==> src/rtl/lcdws_pkg.sv <==
package lcdws_pkg;

    localparam int MAX_CHARS   = 40;
    localparam int CHAR_IDX_W  = 7;
    localparam int MAX_WRITES  = 4;
    localparam int WR_IDX_W    = $clog2(MAX_WRITES);
    localparam int QUEUE_DEPTH = 4;
    localparam int QPTR_W      = $clog2(QUEUE_DEPTH);
    localparam int QCNT_W      = $clog2(QUEUE_DEPTH + 1);
    localparam int PADDR_W     = 4;
    localparam int PDATA_W     = 32;
    localparam int WAIT_W      = 13;

    localparam logic [2:0] CMD_TEXT  = 3'd0;
    localparam logic [2:0] CMD_INSTR = 3'd1;
    localparam logic [2:0] CMD_DATA  = 3'd2;
    localparam logic [2:0] CMD_CLEAR = 3'd3;
    localparam logic [2:0] CMD_HOME  = 3'd4;
    localparam logic [2:0] CMD_INIT  = 3'd5;

    localparam logic [1:0] REG_CHARS_PER_LINE = 2'd0;
    localparam logic [1:0] REG_LINE_COUNT     = 2'd1;
    localparam logic [1:0] REG_SHORT_WAIT     = 2'd2;
    localparam logic [1:0] REG_LONG_WAIT      = 2'd3;

    localparam logic RS_INSTR = 1'b0;
    localparam logic RS_DATA  = 1'b1;

    localparam logic [7:0] BYTE_ENTRY_MODE = 8'h06;
    localparam logic [7:0] BYTE_LINE2      = 8'hC0;
    localparam logic [7:0] BYTE_FUNC_SET   = 8'h3C;
    localparam logic [7:0] BYTE_DISP_ON    = 8'h0C;
    localparam logic [7:0] BYTE_CLEAR      = 8'h01;
    localparam logic [7:0] BYTE_HOME       = 8'h02;
    localparam logic [7:0] BYTE_SPACE      = 8'h20;
    localparam logic [7:0] BYTE_DEL        = 8'h7F;

    localparam logic [1:0] TWO_LINES = 2'd2;

    typedef struct packed {
        logic [2:0] cmd;
        logic [7:0] byte_value;
        logic       end_of_text;
    } in_item_t;

    typedef struct packed {
        logic              reg_select;
        logic [7:0]        bus_byte;
        logic [WAIT_W-1:0] wait_after_us;
        logic              last_write;
    } out_item_t;

    typedef struct packed {
        logic [5:0]  chars_per_line;
        logic [1:0]  line_count;
        logic [9:0]  short_wait_us;
        logic [11:0] long_wait_us;
    } cfg_t;

    typedef struct packed {
        logic       rs;
        logic [7:0] data;
        logic       long_wait;
    } wr_t;

    typedef struct packed {
        wr_t [MAX_WRITES-1:0] writes;
        logic [WR_IDX_W-1:0]  last_idx;
    } plan_t;

    typedef struct packed {
        logic  push;
        plan_t plan;
    } q_wr_t;

    typedef struct packed {
        logic  full;
        logic  empty;
        plan_t head;
    } q_stat_t;

endpackage

==> src/rtl/lcdws_front.sv <==
module lcdws_front (
    input  logic                aclk,
    input  logic                aresetn,
    input  logic                s_valid,
    output logic                s_ready,
    input  lcdws_pkg::in_item_t s_item,
    input  lcdws_pkg::cfg_t     cfg,
    input  logic                q_full,
    output lcdws_pkg::q_wr_t    q_wr
);
    import lcdws_pkg::*;

    logic [CHAR_IDX_W-1:0] char_index_reg, char_index_next;
    logic                  in_text_reg, in_text_next;
    logic                  accept;
    logic                  has_write;
    logic [WR_IDX_W:0]     n;
    logic [7:0]            ch;
    plan_t                 plan;

    assign s_ready = !q_full;
    assign accept  = s_valid && s_ready;

    always_comb begin
        plan            = '0;
        n               = '0;
        has_write       = 1'b0;
        char_index_next = char_index_reg;
        in_text_next    = in_text_reg;
        ch = (s_item.byte_value >= BYTE_SPACE && s_item.byte_value < BYTE_DEL) ?
             s_item.byte_value : BYTE_SPACE;
        case (s_item.cmd)
            CMD_TEXT: begin
                if (char_index_reg < CHAR_IDX_W'(MAX_CHARS)) begin
                    if (!in_text_reg) begin
                        plan.writes[n[WR_IDX_W-1:0]] = '{RS_INSTR, BYTE_ENTRY_MODE, 1'b0};
                        n = n + 1'b1;
                        plan.writes[n[WR_IDX_W-1:0]] = '{RS_INSTR, BYTE_HOME, 1'b1};
                        n = n + 1'b1;
                    end
                    if (char_index_reg == CHAR_IDX_W'(cfg.chars_per_line) &&
                        cfg.line_count == TWO_LINES) begin
                        plan.writes[n[WR_IDX_W-1:0]] = '{RS_INSTR, BYTE_LINE2, 1'b0};
                        n = n + 1'b1;
                    end
                    plan.writes[n[WR_IDX_W-1:0]] = '{RS_DATA, ch, 1'b0};
                    n = n + 1'b1;
                    has_write       = 1'b1;
                    char_index_next = char_index_reg + 1'b1;
                end
                in_text_next = 1'b1;
                if (s_item.end_of_text) begin
                    in_text_next    = 1'b0;
                    char_index_next = '0;
                end
            end
            CMD_INSTR, CMD_DATA, CMD_CLEAR, CMD_HOME: begin
                case (s_item.cmd)
                    CMD_INSTR: plan.writes[0] = '{RS_INSTR, s_item.byte_value, 1'b0};
                    CMD_DATA:  plan.writes[0] = '{RS_DATA, s_item.byte_value, 1'b0};
                    CMD_CLEAR: plan.writes[0] = '{RS_INSTR, BYTE_CLEAR, 1'b1};
                    default:   plan.writes[0] = '{RS_INSTR, BYTE_HOME, 1'b1};
                endcase
                n               = (WR_IDX_W+1)'(1);
                has_write       = 1'b1;
                in_text_next    = 1'b0;
                char_index_next = '0;
            end
            CMD_INIT: begin
                plan.writes[0]  = '{RS_INSTR, BYTE_FUNC_SET, 1'b0};
                plan.writes[1]  = '{RS_INSTR, BYTE_DISP_ON, 1'b0};
                plan.writes[2]  = '{RS_INSTR, BYTE_CLEAR, 1'b1};
                plan.writes[3]  = '{RS_INSTR, BYTE_ENTRY_MODE, 1'b0};
                n               = (WR_IDX_W+1)'(MAX_WRITES);
                has_write       = 1'b1;
                in_text_next    = 1'b0;
                char_index_next = '0;
            end
            default: begin
                has_write = 1'b0;
            end
        endcase
        plan.last_idx = WR_IDX_W'(n - 1'b1);
    end

    assign q_wr.push = accept && has_write;
    assign q_wr.plan = plan;

    always_ff @(posedge aclk) begin
        if (!aresetn) begin
            char_index_reg <= '0;
            in_text_reg    <= 1'b0;
        end else if (accept) begin
            char_index_reg <= char_index_next;
            in_text_reg    <= in_text_next;
        end
    end

endmodule

==> src/rtl/lcdws_queue.sv <==
module lcdws_queue (
    input  logic                aclk,
    input  logic                aresetn,
    input  lcdws_pkg::q_wr_t    q_wr,
    input  logic                pop,
    output lcdws_pkg::q_stat_t  q_stat
);
    import lcdws_pkg::*;

    plan_t             mem_reg [QUEUE_DEPTH];
    logic [QPTR_W-1:0] wr_ptr_reg, rd_ptr_reg;
    logic [QCNT_W-1:0] count_reg, count_next;
    logic              do_push, do_pop;

    assign q_stat.full  = count_reg == QCNT_W'(QUEUE_DEPTH);
    assign q_stat.empty = count_reg == '0;
    assign q_stat.head  = mem_reg[rd_ptr_reg];

    assign do_push = q_wr.push && !q_stat.full;
    assign do_pop  = pop && !q_stat.empty;

    always_comb begin
        count_next = count_reg;
        if (do_push && !do_pop) begin
            count_next = count_reg + 1'b1;
        end else if (do_pop && !do_push) begin
            count_next = count_reg - 1'b1;
        end
    end

    always_ff @(posedge aclk) begin
        if (do_push) begin
            mem_reg[wr_ptr_reg] <= q_wr.plan;
        end
    end

    always_ff @(posedge aclk) begin
        if (!aresetn) begin
            wr_ptr_reg <= '0;
            rd_ptr_reg <= '0;
            count_reg  <= '0;
        end else begin
            if (do_push) begin
                wr_ptr_reg <= wr_ptr_reg + 1'b1;
            end
            if (do_pop) begin
                rd_ptr_reg <= rd_ptr_reg + 1'b1;
            end
            count_reg <= count_next;
        end
    end

endmodule

==> src/rtl/lcdws_back.sv <==
module lcdws_back (
    input  logic                 aclk,
    input  logic                 aresetn,
    input  lcdws_pkg::q_stat_t   q_stat,
    output logic                 pop,
    input  lcdws_pkg::cfg_t      cfg,
    output logic                 m_valid,
    input  logic                 m_ready,
    output lcdws_pkg::out_item_t m_item
);
    import lcdws_pkg::*;

    logic [WR_IDX_W-1:0] step_reg, step_next;
    logic                m_valid_reg, m_valid_next;
    out_item_t           m_item_reg, m_item_next;
    logic                load;
    logic                last;
    wr_t                 wr;

    assign load = !q_stat.empty && (!m_valid_reg || m_ready);
    assign wr   = q_stat.head.writes[step_reg];
    assign last = step_reg == q_stat.head.last_idx;
    assign pop  = load && last;

    always_comb begin
        step_next    = step_reg;
        m_valid_next = m_valid_reg;
        m_item_next  = m_item_reg;
        if (m_ready) begin
            m_valid_next = 1'b0;
        end
        if (load) begin
            m_valid_next              = 1'b1;
            m_item_next.reg_select    = wr.rs;
            m_item_next.bus_byte      = wr.data;
            m_item_next.wait_after_us = WAIT_W'(cfg.short_wait_us) +
                                        (wr.long_wait ? WAIT_W'(cfg.long_wait_us) : '0);
            m_item_next.last_write    = last;
            step_next                 = last ? '0 : step_reg + 1'b1;
        end
    end

    always_ff @(posedge aclk) begin
        if (!aresetn) begin
            step_reg    <= '0;
            m_valid_reg <= 1'b0;
        end else begin
            step_reg    <= step_next;
            m_valid_reg <= m_valid_next;
        end
        m_item_reg <= m_item_next;
    end

    assign m_valid = m_valid_reg;
    assign m_item  = m_item_reg;

endmodule

==> src/rtl/char_lcd_write_sequencer.sv <==
// Channel  | Ports                          | Carries
// ---------+--------------------------------+------------------------------------
// input    | s_valid, s_ready, s_item       | one command item
// result   | m_valid, m_ready, m_item       | one bus write per item
// config   | psel, penable, pwrite, paddr,  | four registers at byte 0, 4, 8, 12
//          | pwdata, prdata, pready         |
//
// A command yields zero to four bus writes, issued one per cycle from the result register
// while the result port accepts them; a text character yields up to four writes (none when
// dropped), init four, undefined commands none, the others one.
// The front classifies and accepts one item per cycle while the four-entry plan queue has room.
// Reset clears the text state, the queue and the output valid flag; registers go to defaults.
// A stalled result port holds the output; the front keeps accepting until the queue fills.
module char_lcd_write_sequencer (
    input  logic                                aclk,
    input  logic                                aresetn,
    input  logic                                s_valid,
    output logic                                s_ready,
    input  lcdws_pkg::in_item_t                 s_item,
    output logic                                m_valid,
    input  logic                                m_ready,
    output lcdws_pkg::out_item_t                m_item,
    input  logic                                psel,
    input  logic                                penable,
    input  logic                                pwrite,
    input  logic [lcdws_pkg::PADDR_W-1:0]       paddr,
    input  logic [lcdws_pkg::PDATA_W-1:0]       pwdata,
    output logic [lcdws_pkg::PDATA_W-1:0]       prdata,
    output logic                                pready
);
    import lcdws_pkg::*;

    cfg_t       cfg_reg;
    logic       cfg_wr;
    logic [1:0] reg_idx;
    q_wr_t      q_wr;
    q_stat_t    q_stat;
    logic       pop;

    assign pready  = 1'b1;
    assign cfg_wr  = psel && penable && pwrite && pready;
    assign reg_idx = paddr[3:2];

    always_ff @(posedge aclk) begin
        if (!aresetn) begin
            cfg_reg.chars_per_line <= 6'd20;
            cfg_reg.line_count     <= 2'd2;
            cfg_reg.short_wait_us  <= 10'd45;
            cfg_reg.long_wait_us   <= 12'd1600;
        end else if (cfg_wr) begin
            case (reg_idx)
                REG_CHARS_PER_LINE: cfg_reg.chars_per_line <= pwdata[5:0];
                REG_LINE_COUNT:     cfg_reg.line_count     <= pwdata[1:0];
                REG_SHORT_WAIT:     cfg_reg.short_wait_us  <= pwdata[9:0];
                REG_LONG_WAIT:      cfg_reg.long_wait_us   <= pwdata[11:0];
                default: begin
                end
            endcase
        end
    end

    always_comb begin
        case (reg_idx)
            REG_CHARS_PER_LINE: prdata = PDATA_W'(cfg_reg.chars_per_line);
            REG_LINE_COUNT:     prdata = PDATA_W'(cfg_reg.line_count);
            REG_SHORT_WAIT:     prdata = PDATA_W'(cfg_reg.short_wait_us);
            REG_LONG_WAIT:      prdata = PDATA_W'(cfg_reg.long_wait_us);
            default:            prdata = '0;
        endcase
    end

    lcdws_front u_front (
        .aclk    (aclk),
        .aresetn (aresetn),
        .s_valid (s_valid),
        .s_ready (s_ready),
        .s_item  (s_item),
        .cfg     (cfg_reg),
        .q_full  (q_stat.full),
        .q_wr    (q_wr)
    );

    lcdws_queue u_queue (
        .aclk    (aclk),
        .aresetn (aresetn),
        .q_wr    (q_wr),
        .pop     (pop),
        .q_stat  (q_stat)
    );

    lcdws_back u_back (
        .aclk    (aclk),
        .aresetn (aresetn),
        .q_stat  (q_stat),
        .pop     (pop),
        .cfg     (cfg_reg),
        .m_valid (m_valid),
        .m_ready (m_ready),
        .m_item  (m_item)
    );

endmodule

==> config.mk <==
export PLATFORM = sky130hd
export DESIGN_NAME = char_lcd_write_sequencer
export DESIGN_NICKNAME = d
export VERILOG_FILES = /design/src/rtl/lcdws_pkg.sv /design/src/rtl/lcdws_front.sv /design/src/rtl/lcdws_queue.sv /design/src/rtl/lcdws_back.sv /design/src/rtl/char_lcd_write_sequencer.sv
export SDC_FILE = /design/constraint.sdc
export NUM_CORES = 1
export LEC_CHECK = 0
export BUFFER_PORTS_ARGS = -buffer_cell sky130_fd_sc_hd__buf_2
export CAP_MARGIN = 20
export CORE_ASPECT_RATIO = 1.2
export CORE_MARGIN = 2
export CORE_UTILIZATION = 30
export CTS_CLUSTER_DIAMETER = 30
export CTS_CLUSTER_SIZE = 20
export DETAILED_ROUTE_END_ITERATION = 6
export SKIP_CTS_REPAIR_TIMING = 1
export SYNTH_ARGS = -nofsm -noshare
export SYNTH_HDL_FRONTEND = slang
export SYNTH_HIERARCHICAL = 1
export SYNTH_SLANG_ARGS = --single-unit
==> constraint.sdc <==
create_clock -name aclk -period 4.4 [get_ports aclk]
set_input_delay 0.44 -clock aclk [delete_from_list [all_inputs] [get_ports aclk]]
set_output_delay 0.44 -clock aclk [all_outputs]
set_load 0.05 [all_outputs]
==> reports/metrics.yaml <==
status:
  status: "complete, no violations"
global_routing:
  grt_pass1_wl_um: 36500
  overflow: 0
  grt_max_degree: 66
  grt_pass1_vias: 6544
  grt_use_total_pct: 12.1
  antenna_found_initial: 2
worst_setup_path:
  cp_slowest_stage_delay_ns: 0.63
  end_kind: "flop"
  required_ns: 4.66
  slowest_stage: "mux4_2"
  r2r_end: "u_back/m_item[9]"
  ff2ff_path_depth: 10
  cp_max_fo: 15
  crit_top_cell: "mux4_2"
  critPathKind: "reg2reg"
  cp_data_arrival_time_ns: 3.99
  path_cells: "mux4_2 -> mux4_2 -> and2_1 -> ha_1 -> fa_1 -> a21o_1 -> a221oi_2 -> o21bai_1 -> a21oi_1 -> xnor2_1"
  startpoint_type: "flop"
  rrSetupSlack_ns: 0.68
final_layout:
  drive_above_1_share_pct: 27.6
  areaGrowthSynthToFinish_pct: 18.6
  utilization_pct: 35.9
  layout.nets: 894
  largest_reg_flops: 168
  design_area_um2: 13100
  most-common-layout-cells: "edfxtp_1, buf_2, nand2_1"
  layout_commonest_cell: "edfxtp_1"
  n_antenna_cell: 0
synth:
  synth_cell_type_count: 71
  yosysTopAreaCell: "edfxtp_1"
  synth_top_area_share_pct: 51.8
  seq_area_frac_synth_pct: 60.8
  synth_seq_cells: 241
  synthArstFlopShare_pct: 0
  yosysWarnings: 6
  synth_ff_type: "edfxtp_1"
  netlist_area_um2: 11100
  synthCells: 730
  syn_area_per_cell_um2: 15.2
  synth_area_leaders: "edfxtp_1, mux4_2, dfxtp_1, mux2i_1, ha_1"
  synth_edf_count: 191
hold_path:
  worstHoldStart: "pwdata[11]"
  whs_path_depth: 3
  holdPathEnd: "cfg_reg[11]"
  min_path_type: "in2reg"
floorplan:
  ios: 113
  die-area_um2: 38500
  rows: 77
  dieHeight_um: 214
  initial_core_util_pct: 30.3
  core-area_um2: 36600
  die_x_um: 179
routing:
  vias: 6315
  antenna_left: 0
  drc: 0
  drt-total-wl_um: 23500
  avgViaCountPerCell: 4.77
  drt_iter0_markers: 332
  first_pass_iters: 5
  post_drt_wl_per_cell_um: 17.8
pwr:
  power.density_nw_per_um2: 581
  internal-power_mw: 5.44
  clkPwrFrac_pct: 41.6
  p_switching_mw: 2.20
  p_sw_share_pct: 28.8
  combPwrFrac_pct: 20.1
  seqPwrFrac_pct: 38.4
  p_leak_nw: 4.72
  ir_drop_v: 0.000259
timing:
  drv_slew: 0
  hold_violations: 0
  timing.hold.ws_ns: 0.186
  min_period_ns: 3.72
  slew_headroom_pct: 31.1
  setup_viol: 0
  setup_tns_ns: 0
  rsz0062_at_grt: "no"
  fin_ws_ns: 0.677
  min_period_over_period_pct: 84.6
  max_freq_mhz: 269
  tightest_slew_ns: 1.03
  skew_ns: 0.0154
clocking:
  clk_pin_slew_ns: 0.05
  root_buffer: "clkbuf_16"
  numCtsBuffers: 43
  cts_tree: "yes"
  cts_sinks: 241
  clock_latency_ns: 0.52
  clock_path_buffers: 3
  cts_max_level: 2
placement:
  dpl_cell_area_um2: 11700
  dp_hpwl_um: 15500
  portBuffers: 69
  gp_congestion: 0.763
  pre_cts_slack_ns: 0.727
job:
  drv_cap: 0
critical path: cells and delay by family, from the launching register on:
| kind | cells | cell delay (ns) |
|---|---|---|
| flip-flops | 1 | 0.51 |
| AND/OR/NAND/NOR | 1 | 0.22 |
| AO/OA/AOI/OAI | 4 | 0.85 |
| XOR/XNOR | 1 | 0.08 |
| multiplexers | 2 | 1.18 |
| adder cells (fa/ha/maj) | 2 | 0.61 |
power groups by stage:
| stage | sequential [mW] | clock [mW] | combinational [mW] |
|---|---|---|---|
| finish | 2.93 | 3.17 | 1.53 |
| floorplan | 3.30 | 0 | 0.889 |
| CTS | 2.94 | 3.25 | 1.57 |
| global placement | 2.97 | 0 | 1.55 |
| detailed placement | 2.98 | 0 | 1.56 |
| global route | 2.96 | 3.34 | 1.64 |
Yosys cell counts, drive strengths merged (14+ instances only):
master,instances
nor2b,19
mux4,54
and2,25
o21ai,22
a21oi,14
mux2i,35
inv,19
ha,20
dfxtp,50
and3,19
edfxtp,191
nor2,15
buf,49
nand2,57
worst max path at each step:
stage          start               end  slack, ns
6_report        flop  u_back/m_item[9]       0.68
5_1_grt         flop  u_back/m_item[9]       0.49
4_1_cts         flop  u_back/m_item[9]       0.69
3_5_place_dp    flop  u_back/m_item[9]       0.73
3_3_place_gp    flop  u_back/m_item[9]       0.71
2_1_floorplan   flop  u_back/m_item[9]       0.95
cell families after synthesis:
group / count (synthesis) / share of synthesized area [%]
fa+ha+maj: 22 / 2.62
simple gates: 182 / 9.58
mux: 93 / 14.7
flops: 241 / 60.8
compound gates: 86 / 5.55
xor+xnor: 22 / 1.74
buf+inv: 81 / 4.94
other cells: 3 / 0.102
area by class of cell:
type,count,area (um^2)
inverters,19,71.3
clock inverters,25,230
fillers,3469,23500
flip-flops and latches,241,6740
repair buffers,83,450
well taps,474,593
clock buffers,53,1180
multi-input cells,429,3880
stage by stage:
stage / power, mW / std cells
floorplan: 4.18 / 751
global placement: 4.52 / 1246
detailed placement: 4.54 / 1246
CTS: 7.75 / 1324
global route: 7.95 / 1324
finish: 7.64 / 1324
routing by layer:
layer / GRT usage (%) / part of all wire, % / vias up / wire length [um]
li1: - / - / 2937 / -
met1: 13.6 / 40 / 3191 / 9390
met2: 22.1 / 53 / 134 / 12500
met3: 2.75 / 4.5 / 49 / 1050
met4: 4.28 / 2.4 / 4 / 569
met5: 0 / 0.12 / - / 28
Power figures use the tool's default switching activity.
